File: src/hw/rtl/rme_pkg.sv
package rme_pkg;

   localparam int RME_CORDIC_STAGES = 16;
   localparam int RME_TABLE_LEN     = 24;
   localparam int RME_SQRT_STEPS    = 16;
   localparam int RME_QUEUE_DEPTH   = 4;
   localparam int RME_ZW            = 26;
   localparam int RME_VW            = 34;

   localparam logic signed [RME_ZW-1:0] RME_HALF_TURN = 26'sd5898240;
   localparam logic signed [15:0]       RME_ANGLE_MAX = 16'sd23040;
   localparam logic signed [15:0]       RME_PITCH_MAX = 16'sd11520;

   // matrix entries as taken from the input beat
   typedef struct packed {
      logic signed [15:0] m00;
      logic signed [15:0] m01;
      logic signed [15:0] m10;
      logic signed [15:0] m11;
      logic signed [15:0] m20;
      logic signed [15:0] m21;
      logic signed [15:0] m22;
   } rme_mat_type;

   // classified item held between front and back
   typedef struct packed {
      logic signed [15:0] m00;
      logic signed [15:0] m01;
      logic signed [15:0] m10;
      logic signed [15:0] m11;
      logic signed [15:0] m20;
      logic signed [15:0] m21;
      logic signed [15:0] m22;
      logic        [15:0] cos_pitch;
      logic               locked;
   } rme_item_type;

   // atan(2^-i) in 1/32768 degree
   function automatic logic signed [RME_ZW-1:0] rme_atan(input int idx);
      logic signed [RME_ZW-1:0] tab [0:RME_TABLE_LEN-1];
      tab = '{26'sd1474560, 26'sd870484, 26'sd459940, 26'sd233473, 26'sd117189,
              26'sd58652, 26'sd29333, 26'sd14667, 26'sd7334, 26'sd3667,
              26'sd1833, 26'sd917, 26'sd458, 26'sd229, 26'sd115, 26'sd57,
              26'sd29, 26'sd14, 26'sd7, 26'sd4, 26'sd2, 26'sd1, 26'sd0, 26'sd0};
      return tab[idx];
   endfunction

endpackage

File: src/hw/rtl/rme_front.sv
module rme_front import rme_pkg::*; (
   input  logic               clock,
   input  logic               reset,
   input  logic               in_valid,
   output logic               in_ready,
   input  rme_mat_type        in_mat,
   input  logic [14:0]        lock_threshold,
   input  logic               q_full,
   output logic               q_push,
   output rme_item_type       q_data
);

   localparam int SQ = RME_SQRT_STEPS;

   logic              vld_ff  [0:SQ];
   rme_mat_type       mat_ff  [0:SQ];
   logic [30:0]       sq_ff;
   logic [30:0]       rem_ff  [1:SQ];
   logic [31:0]       res_ff  [1:SQ];
   logic [30:0]       rem_in  [1:SQ];
   logic [31:0]       res_in  [1:SQ];
   logic              en;
   logic signed [31:0] prod;
   logic [30:0]       d0;

   assign en       = !q_full;
   assign in_ready = en;
   assign prod     = in_mat.m21 * in_mat.m21;

   // 2^30 - m21^2, floored at zero
   assign d0 = (sq_ff >= 31'h4000_0000) ? '0 : 31'h4000_0000 - sq_ff;

   // one root bit per stage
   for (genvar k = 1; k <= SQ; k++) begin : g_step
      localparam logic [31:0] BIT = 32'(1) << (2 * (SQ - k));
      logic [30:0] rem_prev;
      logic [31:0] res_prev;
      logic [32:0] trial;
      if (k == 1) begin : g_first
         assign rem_prev = d0;
         assign res_prev = '0;
      end else begin : g_next
         assign rem_prev = rem_ff[k-1];
         assign res_prev = res_ff[k-1];
      end
      assign trial = {1'b0, res_prev} + {1'b0, BIT};
      always_comb begin
         if ({2'b00, rem_prev} >= trial) begin
            rem_in[k] = rem_prev - trial[30:0];
            res_in[k] = (res_prev >> 1) + BIT;
         end else begin
            rem_in[k] = rem_prev;
            res_in[k] = res_prev >> 1;
         end
      end
   end

   // valid bits
   always_ff @(posedge clock) begin
      if (reset) begin
         for (int k = 0; k <= SQ; k++) vld_ff[k] <= 1'b0;
      end else if (en) begin
         vld_ff[0] <= in_valid;
         for (int k = 1; k <= SQ; k++) vld_ff[k] <= vld_ff[k-1];
      end
   end

   // payload
   always_ff @(posedge clock) begin
      if (en) begin
         mat_ff[0] <= in_mat;
         sq_ff     <= prod[30:0];
         for (int k = 1; k <= SQ; k++) begin
            mat_ff[k] <= mat_ff[k-1];
            rem_ff[k] <= rem_in[k];
            res_ff[k] <= res_in[k];
         end
      end
   end

   // classify and hand over
   assign q_push           = vld_ff[SQ] && en;
   assign q_data.m00       = mat_ff[SQ].m00;
   assign q_data.m01       = mat_ff[SQ].m01;
   assign q_data.m10       = mat_ff[SQ].m10;
   assign q_data.m11       = mat_ff[SQ].m11;
   assign q_data.m20       = mat_ff[SQ].m20;
   assign q_data.m21       = mat_ff[SQ].m21;
   assign q_data.m22       = mat_ff[SQ].m22;
   assign q_data.cos_pitch = res_ff[SQ][15:0];
   assign q_data.locked    = res_ff[SQ][15:0] <= {1'b0, lock_threshold};

endmodule

File: config.mk
export PLATFORM = sky130hd
export DESIGN_NAME = rme_front
export DESIGN_NICKNAME = d
export VERILOG_FILES = /design/src/hw/rtl/rme_pkg.sv /design/src/hw/rtl/rme_front.sv
export SDC_FILE = /design/constraint.sdc
export NUM_CORES = 2
export LEC_CHECK = 0
export ABC_AREA = 1
export ABC_CLOCK_PERIOD_IN_PS = 85900
export BUFFER_PORTS_ARGS = -buffer_cell sky130_fd_sc_hd__buf_2
export CELL_PAD_IN_SITES_DETAIL_PLACEMENT = 0
export CELL_PAD_IN_SITES_GLOBAL_PLACEMENT = 1
export CORE_ASPECT_RATIO = 0.5
export CORE_UTILIZATION = 40
export DETAILED_ROUTE_END_ITERATION = 7
export GPL_TIMING_DRIVEN = 0
export PLACE_DENSITY_LB_ADDON = 0.1
export SLEW_MARGIN = 40
export SYNTH_ARGS = -nofsm -noshare
export SYNTH_HDL_FRONTEND = slang
export SYNTH_SLANG_ARGS = --single-unit
File: constraint.sdc
create_clock -name clock -period 85.9 [get_ports clock]
set_input_delay 17.18 -clock clock [delete_from_list [all_inputs] [get_ports clock]]
set_output_delay 17.18 -clock clock [all_outputs]
set_load 0.1 [all_outputs]
==> metrics.txt <==
outcome=finished clean; Rows=131; min cycle time layout=36050 ps; post-synthesis compound-gate area fraction=0.0158; hpwl dp=131000 microns; Post-CTS Setup Bufs=0; WL/cell=16.2 microns; final WL=185000 microns; sequential-to-total area share from yosys stat=0.741; CTS hold repair buffers=0; Resized Gates After CTS=0; Layout area overhead=13.2%; Post-Layout Cell Count=11400; cell internal pwr=2.43 mW; final net count=8458; most common cell after layout, fill and taps aside=edfxtp_1; Yosys reg bits=2536; mux contribution to synthesized area=0; GR Util All Layers=0.143; grt ovf=0; Clock Skew=90.3 ps; CTS root buffer=clkbuf_16; synth unique cells=53; DRC viols=0; hold crit path type=reg2reg; initial core utilization=0.403; 1st-pass router iterations=7; Clock Sink Count=2536; Clk pwr share=0.269; Max-slew headroom=0.400; # setup viols final=0; Crit Path Max Fanout=74; Slew Viols, Final=0; Syn Inst Count=7319; switching share of power=0.334; leakage=46.3 nW; share of layout cells above drive strength 1=0.0964; pre-CTS setup slack=49760 ps; CP cell instances=buf_2 > inv_8 > buf_16 > buf_16 > buf_2; largest family of logic cells by synthesized area=simple AND/OR/NAND/NOR gates; Final Hold Vio Count=0; GPL Wtd Cong=0.834; Power Density=31.4 nW/um^2; slowest stage delay, CP=500 ps; Synth Area in Simple Gates=0.109; CTS max path bufs=4; DR vias/cell=4.51; area of the die=259000 sq um; Tot Pwr=3.65 mW; combinational share of power=0.296; Die Y=360 microns; antenna violations before repair=13; final period utilization=0.420; Synth Area in Adders=0.0757; most frequent cells in the layout=edfxtp_1 (2536), nand2_1 (1565), inv_1 (1151); synthesized area=103000 sq um; clock latency on the worst-skew pair=920 ps; Critical Path Sink Type=output port; Slowest-stage cell, CP=buf_2; Synth Area in XOR/XNOR=0.0111; Setup CP Type=in2out; Port Buffers=261; synth warn=0; P_sw=1.22 mW; Core Region=255000 sq um; Max H-tree Level=4; area of the multi-input gates=21800 sq um; register area=76200 sq um; Worst-Margin Slew=901 ps; DIE WIDTH=719 microns; number of max-cap violations=0; Cell Count Post-Placement=11000; FILL cells=23000; Reg power frac=0.435; CTS clk-pin slew, worst paths=70 ps; CP Data Arrival Time=18870 ps; initial DRC count=3343; CTS tree=built; final hold slack=330 ps; syn_nets=7932; Ports=262; first-pass GRT wire length=291000 microns; Final ANT Viol Nets=0; Worst EP required=68720 ps; RSZ-0062 raised after global routing=false; crit path launch type=input port; Fmax=27.7 MHz; peak supply drop=0.0584 mV; Util after Layout=0.456; Final WS setup=49850 ps; Synth Area per Inst=14.0 sq um; Vias=51500; via count of the first global-routing pass=52100; largest net degree at the start of global routing=88; number of CTS-inserted buffers=229
state kept, by name, indices dropped and copies added, names as in the netlist:
register  count
mat_ff     1903
rem_ff      450
res_ff      136
sq_ff        30
vld_ff       17
worst max-delay path, delay by kind of cell:
family | cells | cell delay, ps
buffers and inverters | 5 | 1610
synth_stat cells, drive strengths merged:
master | n | share of area
a31o | 1 | 0.000085
a21oi | 154 | 0.0084
nor3 | 57 | 0.0030
conb | 1 | 0.000037
xnor2 | 37 | 0.0032
nor4 | 15 | 0.00097
nand3b | 36 | 0.0029
nor2 | 553 | 0.022
nand3 | 295 | 0.015
a21boi | 5 | 0.00044
fa | 233 | 0.045
edfxtp | 2536 | 0.74
xor2 | 93 | 0.0079
a211oi | 2 | 0.00015
and2 | 5 | 0.00030
nand4 | 89 | 0.0056
clkinv | 1 | 0.000037
and3b | 1 | 0.000097
o211ai | 4 | 0.00029
and3 | 2 | 0.00012
inv | 1172 | 0.043
o21ai | 96 | 0.0047
a31oi | 2 | 0.00012
nand2 | 1588 | 0.059
or2 | 9 | 0.00055
o21bai | 10 | 0.00073
o21a | 6 | 0.00044
a21o | 5 | 0.00037
buf | 27 | 0.0025
clkbuf | 34 | 0.0012
ha | 249 | 0.030
o31ai | 1 | 0.000073
power groups by stage:
stage	clock network (mW)	registers [mW]	logic [mW]
2_1_floorplan	0	1.74	0.779
3_3_place_gp	0	1.79	1.10
3_5_place_dp	0	1.62	1.10
4_1_cts	1.02	1.59	1.11
5_1_grt	1.07	1.60	1.26
6_report	0.983	1.59	1.08
cell families after synthesis:
| kind of cell | count (synthesis) |
|---|---|
| AOI/OAI and AO/OA | 286 |
| xor gates and xnor gates | 130 |
| adders and majority gates | 482 |
| buffers and inverters | 1234 |
| DFF | 2536 |
| other | 1 |
| and+or+nand+nor | 2650 |
path summary, 6_finish.rpt:
check,startpoint,to,slack [ps],cells past startpoint
hold reg to reg,mat_ff[0][1143],mat_ff[0][1255],330,0
setup reg to reg,rem_ff[0][357],rem_ff[0][389],83370,12
hold / removal,mat_ff[0][1143],mat_ff[0][1255],330,0
setup / recovery,q_full,in_ready,49850,5
metal layers:
metal  track usage  part of all wire
met5             0                 0
met4        0.0398             0.027
met3        0.0224             0.033
met2         0.241              0.48
met1         0.193              0.46
metrics by stage:
step	area, sq um	TNS (ps)
floorplan	103000	0
global placement	108000	-4544700
detailed placement	109000	0
CTS	116000	0
global route	116000	0
finish	116000	0
layout make-up:
class                           count  area share
Sequential cell                  2536       0.655
Multi-Input combinational cell   3549       0.187
Clock buffer                      277      0.0508
Inverter                         1173      0.0379
Tap cell                         3391      0.0365
Timing Repair Buffer              295      0.0193
Clock inverter                    136      0.0101
Buffer                             61     0.00335
Antenna cell                        3   0.0000645
Note: power is estimated with default switching activity, not from simulation.
