--- config.mk ---
export PLATFORM = sky130hd
export DESIGN_NAME = rme_queue
export DESIGN_NICKNAME = d
export VERILOG_FILES = /design/src/hw/rtl/rme_pkg.sv /design/src/hw/rtl/rme_queue.sv
export SDC_FILE = /design/constraint.sdc
export NUM_CORES = 1
export LEC_CHECK = 0
export BUFFER_PORTS_ARGS = -buffer_cell sky130_fd_sc_hd__clkbuf_2
export CAP_MARGIN = 20
export CORE_MARGIN = 3
export CORE_UTILIZATION = 28
export DETAILED_ROUTE_END_ITERATION = 10
export SYNTH_ARGS = -nofsm -noshare
export SYNTH_HDL_FRONTEND = slang
export SYNTH_SLANG_ARGS = --single-unit
--- constraint.sdc ---
create_clock -name clock -period 12.4 [get_ports clock]
set_input_delay 1.24 -clock clock [delete_from_list [all_inputs] [get_ports clock]]
set_output_delay 1.24 -clock clock [all_outputs]
set_load 0.03 [all_outputs]
--- src/hw/rtl/rme_pkg.sv ---
package rme_pkg;

   localparam int RME_CORDIC_STAGES = 16;
   localparam int RME_TABLE_LEN     = 24;
   localparam int RME_SQRT_STEPS    = 16;
   localparam int RME_QUEUE_DEPTH   = 4;
   localparam int RME_ZW            = 26;
   localparam int RME_VW            = 34;

   localparam logic signed [RME_ZW-1:0] RME_HALF_TURN = 26'sd5898240;
   localparam logic signed [15:0]       RME_ANGLE_MAX = 16'sd23040;
   localparam logic signed [15:0]       RME_PITCH_MAX = 16'sd11520;

   // matrix entries as taken from the input beat
   typedef struct packed {
      logic signed [15:0] m00;
      logic signed [15:0] m01;
      logic signed [15:0] m10;
      logic signed [15:0] m11;
      logic signed [15:0] m20;
      logic signed [15:0] m21;
      logic signed [15:0] m22;
   } rme_mat_type;

   // classified item held between front and back
   typedef struct packed {
      logic signed [15:0] m00;
      logic signed [15:0] m01;
      logic signed [15:0] m10;
      logic signed [15:0] m11;
      logic signed [15:0] m20;
      logic signed [15:0] m21;
      logic signed [15:0] m22;
      logic        [15:0] cos_pitch;
      logic               locked;
   } rme_item_type;

   // atan(2^-i) in 1/32768 degree
   function automatic logic signed [RME_ZW-1:0] rme_atan(input int idx);
      logic signed [RME_ZW-1:0] tab [0:RME_TABLE_LEN-1];
      tab = '{26'sd1474560, 26'sd870484, 26'sd459940, 26'sd233473, 26'sd117189,
              26'sd58652, 26'sd29333, 26'sd14667, 26'sd7334, 26'sd3667,
              26'sd1833, 26'sd917, 26'sd458, 26'sd229, 26'sd115, 26'sd57,
              26'sd29, 26'sd14, 26'sd7, 26'sd4, 26'sd2, 26'sd1, 26'sd0, 26'sd0};
      return tab[idx];
   endfunction

endpackage

--- src/hw/rtl/rme_queue.sv ---
module rme_queue import rme_pkg::*; (
   input  logic         clock,
   input  logic         reset,
   input  logic         push,
   input  rme_item_type push_data,
   input  logic         pop,
   output rme_item_type pop_data,
   output logic         full,
   output logic         empty
);

   localparam int AW = $clog2(RME_QUEUE_DEPTH);

   rme_item_type mem_ff [0:RME_QUEUE_DEPTH-1];
   logic [AW-1:0] wr_ff, rd_ff;
   logic [AW:0]   cnt_ff;

   assign full     = cnt_ff == (AW+1)'(RME_QUEUE_DEPTH);
   assign empty    = cnt_ff == '0;
   assign pop_data = mem_ff[rd_ff];

   // pointers and fill count
   always_ff @(posedge clock) begin
      if (reset) begin
         wr_ff  <= '0;
         rd_ff  <= '0;
         cnt_ff <= '0;
      end else begin
         if (push) wr_ff <= wr_ff + 1'b1;
         if (pop)  rd_ff <= rd_ff + 1'b1;
         case ({push, pop})
            2'b10:   cnt_ff <= cnt_ff + 1'b1;
            2'b01:   cnt_ff <= cnt_ff - 1'b1;
            default: cnt_ff <= cnt_ff;
         endcase
      end
   end

   // storage
   always_ff @(posedge clock) begin
      if (push) mem_ff[wr_ff] <= push_data;
   end

endmodule

==> impl_metrics.json, run 1 <==
{
  "status": "finished clean",
  "p_leak_uw": 0.00769,
  "rsz0062_at_grt": "no",
  "final_common_cell": "edfxtp_1",
  "nNetsFinal": 1163,
  "grt-ovfl-total": 0,
  "grt_pass1_wl_mm": 57.0,
  "dr.pass1.iters": 4,
  "cts_tree": "done",
  "cap_violations": 0,
  "cts_resized": 0,
  "vias": 8559,
  "grt_usage": 0.106,
  "layout-drive-gt1-share": 0.463,
  "worstSkewPairLatency_ps": 590,
  "initial_core_util": 0.283,
  "yosysTopAreaCell": "edfxtp_1",
  "path_clk_slew_ps": 60,
  "gp_congestion": 0.725,
  "n_fill_cell": 6315,
  "die_area_um2": 71200,
  "grt_pass1_vias": 9284,
  "ctsHoldBuffers": 0,
  "finalHoldViolCount": 0,
  "clk_path_buf_depth": 3,
  "synthesis.area_um2": 19100,
  "setup_viol": 0,
  "row_count": 95,
  "routed_wl_mm": 37.8,
  "synth_warnings": 0,
  "powerDensity_nw_per_um2": 179,
  "multiInputGateArea_um2": 3140,
  "slew_viol_final": 0,
  "cp_max_fo": 39,
  "synth_cell_types": 21,
  "timing.final.crit_share": 0.379,
  "coreArea_um2": 67300,
  "wl_per_cell_um": 19.5,
  "drc_errors": 0,
  "portBuffers": 263,
  "yosysSeqAreaShare": 0.823,
  "synth_nets": 859,
  "start_kind": "flop",
  "holdWs_ps": 526,
  "final.setup.tns_ps": 0,
  "die_h_um": 267,
  "die_w_um": 267,
  "mostFrequentLayoutCells": "edfxtp_1 (516), clkbuf_2 (263), mux4_2 (129)",
  "synthToLayoutAreaGrowth_pct": 21.5,
  "fin_crit_ps": 4700,
  "synth_top_area_frac": 0.813,
  "arrival_ps": 3460,
  "slew_headroom": 0.344,
  "endpoint_kind": "primary output",
  "initialDrtViolationCount": 535,
  "grt_max_degree": 59,
  "io_pins": 264,
  "cts_setup_buffers": 0,
  "critical_path_class": "reg2out",
  "clock_skew_ps": 16.5,
  "irDropWorstVdd_mv": 0.109,
  "ant_nets": 0,
  "hpwl_mm": 23.1,
  "htreeDepth": 2,
  "synth.avg_cell_area_um2": 26.5,
  "cts_buffers": 55,
  "clkSinkCount": 525,
  "cts-root-buf": "clkbuf_16",
  "cp_data_required_time_ps": 11160,
  "fmax_ghz": 0.213,
  "vias_per_cell": 4.41,
  "min-delay-path-class": "reg2reg",
  "worst_slew_pin_slew_ps": 984,
  "regArea_um2": 15700,
  "ys_seq_elements": 525,
  "synthCells": 720,
  "antenna_found_initial": 4,
  "synth_area_leaders": "edfxtp_1 (81%), mux4_2 (15%), dfxtp_1 (0.95%)"
}
-- power by group --
| part | switching [µW] | leakage (µW) | internal, µW | total [µW] |
|---|---|---|---|---|
| clock | 663 | 0.000883 | 952 | 1610 |
| combinational | 302 | 0.00200 | 160 | 462 |
| sequential | 22.8 | 0.00481 | 2040 | 2060 |
| total | 987 | 0.00769 | 3150 | 4140 |
-- stage by stage --
| stage | setup WS [ps] | utilization | std cells | total power (µW) | cell area, µm² |
|---|---|---|---|---|---|
| after floorplan | 7700 | - | 720 | 2430 | 19100 |
| after global placement | 8130 | 0.317 | 1840 | 2570 | 21400 |
| after detailed placement | 8110 | 0.317 | 1840 | 2580 | 21400 |
| after CTS | 7460 | 0.344 | 1941 | 4210 | 23200 |
| after global routing | 7300 | 0.344 | 1942 | 4310 | 23200 |
| final | 7700 | 0.344 | 1942 | 4140 | 23200 |
-- sequential cells by signal (all words and copies together), names as in the netlist, named ones only --
signal and flops:
mem_ff 516, wr_ff 2, rd_ff 2, cnt_ff 3
-- kinds of logic (layout without fill, tap and decap cells) --
family          after synthesis  in the layout  share of synthesized area
mux                         130            130                      0.153
other cells                   0              1                          0
buf+inv                      35            383                     0.0131
simple gates                 16             16                    0.00400
flops                       525            525                      0.823
compound gates                3              3                   0.000788
fa+ha+maj                     6              6                    0.00433
xor+xnor                      5              5                    0.00230
-- cell usage after synthesis --
library cell,number
a21oi_1,2
and2_1,4
and3_1,1
buf_2,10
buf_4,2
buf_6,13
clkbuf_1,4
dfxtp_1,9
edfxtp_1,516
fa_1,1
ha_1,5
inv_1,6
mux2i_1,1
mux4_2,129
nand2_1,1
nor2_1,8
nor3_1,1
o21ai_0,1
or3_1,1
xnor2_1,2
xor2_1,3
-- routing by layer --
layer | GRT usage | routed length [µm] | up-vias | part of all wire
met4 | 0.0400 | 1120 | 6 | 0.030
li1 | - | - | 3729 | -
met3 | 0.0356 | 2970 | 74 | 0.079
met5 | 0 | 41 | - | 0.0011
met1 | 0.129 | 14900 | 4505 | 0.39
met2 | 0.174 | 18800 | 245 | 0.50
-- worst max-delay path: stages (launching register included) --
cell      delay (ps)
dfxtp_4          610
buf_4            630
buf_4            740
mux4_2           610
clkbuf_2         210
-- worst paths after layout --
check                    startpoint                 endpoint  slack [ps]  cells past startpoint
max                            flop             pop_data[64]        7700                      4
min          cnt_ff[2]$_SDFFE_PP0P_   cnt_ff[2]$_SDFFE_PP0P_         530                      2
max reg2reg   wr_ff[0]$_SDFFE_PP0P_  mem_ff[1][62]$_DFFE_PP_       10200                      3
min reg2reg  cnt_ff[2]$_SDFFE_PP0P_   cnt_ff[2]$_SDFFE_PP0P_         530                      2
-- final cells by class --
class,instances,area share
antenna,1,0.000108
clock buffer,62,0.0615
clock inverter,39,0.0163
inverter,6,0.000972
multi-input combinational,160,0.136
sequential,525,0.677
tap,873,0.0472
timing repair buffer,276,0.0611
No activity file was read; power rests on OpenSTA's default activity.
==> run 2: changes to the inputs <==
==> constraint.sdc (replaced) <==
create_clock -name clock -period 3.9 [get_ports clock]
set_input_delay 0.39 -clock clock [delete_from_list [all_inputs] [get_ports clock]]
set_output_delay 0.39 -clock clock [all_outputs]
set_load 0.03 [all_outputs]
==> run 2 against run 1 <==
Effect of this change: wire length up 6.2%; clock power rose to 3.2 times the previous value; sequential share of layout area down 4.2 points; first-iteration DRC count down 7.3%; clock skew down 8.7 ps; critical endpoint is now pop_data[35]; largest power group unchanged; highest routed layer unchanged.
==> impl_metrics.json, run 2 (same netlist as run 1, synthesis figures left out) <==
{
  "cp_data_required_time_ps": 3510,
  "min-delay-path-class": "in2reg",
  "routed_wl_mm": 40.2,
  "cp_max_fo": 37,
  "grt_pass1_wl_mm": 60.9,
  "dr.pass1.iters": 5,
  "hpwl_mm": 24.1,
  "cts_buffers": 55,
  "setup_viol": 0,
  "final_common_cell": "edfxtp_1",
  "die_area_um2": 71200,
  "rsz0062_at_grt": "no",
  "finalHoldViolCount": 0,
  "status": "finished clean",
  "htreeDepth": 2,
  "cts_setup_buffers": 0,
  "row_count": 95,
  "reg_top3": "mem_ff (516), cnt_ff (3)",
  "grt_max_degree": 64,
  "cts-root-buf": "clkbuf_16",
  "fin_crit_ps": 2850,
  "fmax_ghz": 0.351,
  "vias": 9100,
  "grt_usage": 0.113,
  "crit_buf_inv": 2,
  "slew_headroom": 0.398,
  "io_pins": 264,
  "largest_register_ffs": 516,
  "mostFrequentLayoutCells": "edfxtp_1 (516), clkbuf_2 (263), mux4_2 (129), dlygate4sd3_1 (129), clkbuf_16 (56)",
  "endpoint_kind": "primary output",
  "grt_pass1_vias": 10100,
  "final.setup.tns_ps": 0,
  "die_w_um": 267,
  "gp_congestion": 0.704,
  "coreArea_um2": 67300,
  "clk_path_buf_depth": 3,
  "portBuffers": 263,
  "antenna_found_initial": 4,
  "die_h_um": 267,
  "drc_errors": 0,
  "irDropWorstVdd_mv": 0.428,
  "cp_slowest_cell": "dfxtp_4",
  "arrival_ps": 2460,
  "layout-drive-gt1-share": 0.418,
  "cts_tree": "done",
  "synthToLayoutAreaGrowth_pct": 29.5,
  "clkSinkCount": 525,
  "initial_core_util": 0.283,
  "critical_path_class": "reg2out",
  "vias_per_cell": 4.36,
  "final_core_util": 0.367,
  "path_clk_slew_ps": 60,
  "slowest_delay_ps": 660,
  "initialDrtViolationCount": 496,
  "worstSkewPairLatency_ps": 590,
  "slew_viol_final": 0,
  "p_leak_uw": 0.00834,
  "wl_per_cell_um": 19.2,
  "grt-ovfl-total": 0,
  "crit_chain": "buf_12 -> mux4_2 -> clkbuf_2",
  "powerDensity_nw_per_um2": 542,
  "n_fill_cell": 6176,
  "critical_path.top_delay_family": "flip-flops",
  "cap_violations": 0,
  "clock_skew_ps": 7.78,
  "ant_nets": 0,
  "worst_slew_pin_slew_ps": 903,
  "start_kind": "flop",
  "top_register": "mem_ff",
  "timing.final.crit_share": 0.731,
  "nNetsFinal": 1305
}
[run 2: metrics by stage]
step | setup slack (ps) | total power [µW] | instance area, µm² | hold WS, ps | instances
floorplan | 1330 | 7700 | 19100 | 467 | 720
global placement | 1540 | 8200 | 21600 | 486 | 1853
detailed placement | 1550 | 8230 | 21600 | 506 | 1853
CTS | 895 | 13600 | 24700 | 53.8 | 2084
global route | 817 | 13900 | 24700 | 90.8 | 2085
finish | 1050 | 13400 | 24700 | 100 | 2086
[run 2: metal layers]
metal  vias up  share of wire  GRT usage
li1       4024              -          -
met1      4771           0.41      0.141
met2       228           0.50      0.191
met3        73          0.060     0.0301
met4         4          0.025     0.0354
met5         -        0.00067          0
[run 2: final cells by class]
type	instances	area, µm²	area share
Timing Repair Buffer	418	2930	0.119
Tap cell	873	1090	0.0443
Sequential cell	525	15700	0.635
Clock inverter	35	368	0.0149
Antenna cell	2	5.00	0.000203
Multi-Input combinational cell	160	3140	0.127
Clock buffer	67	1440	0.0584
Inverter	6	22.5	0.000912
[run 2: timing repair]
action,4_1_cts,5_1_grt
gates resized for setup,0,0
hold buffers,129,0
endpoints found under the hold margin,516,0
[run 2: final timing paths]
kind                            slack, ps                    from                       end  cells past startpoint
worst min register to register        520  cnt_ff[2]$_SDFFE_PP0P_    cnt_ff[2]$_SDFFE_PP0P_                      2
worst max register to register       1810   wr_ff[0]$_SDFFE_PP0P_  mem_ff[0][102]$_DFFE_PP_                      4
worst min-delay path                  100                   reset     wr_ff[0]$_SDFFE_PP0P_                      2
worst max-delay path                 1050                    flop              pop_data[35]                      3
[run 2: power breakdown]
part | internal, µW | leakage, µW | switching [µW]
clock | 3100 | 0.000892 | 2110
combinational | 623 | 0.00264 | 990
sequential | 6480 | 0.00481 | 87.2
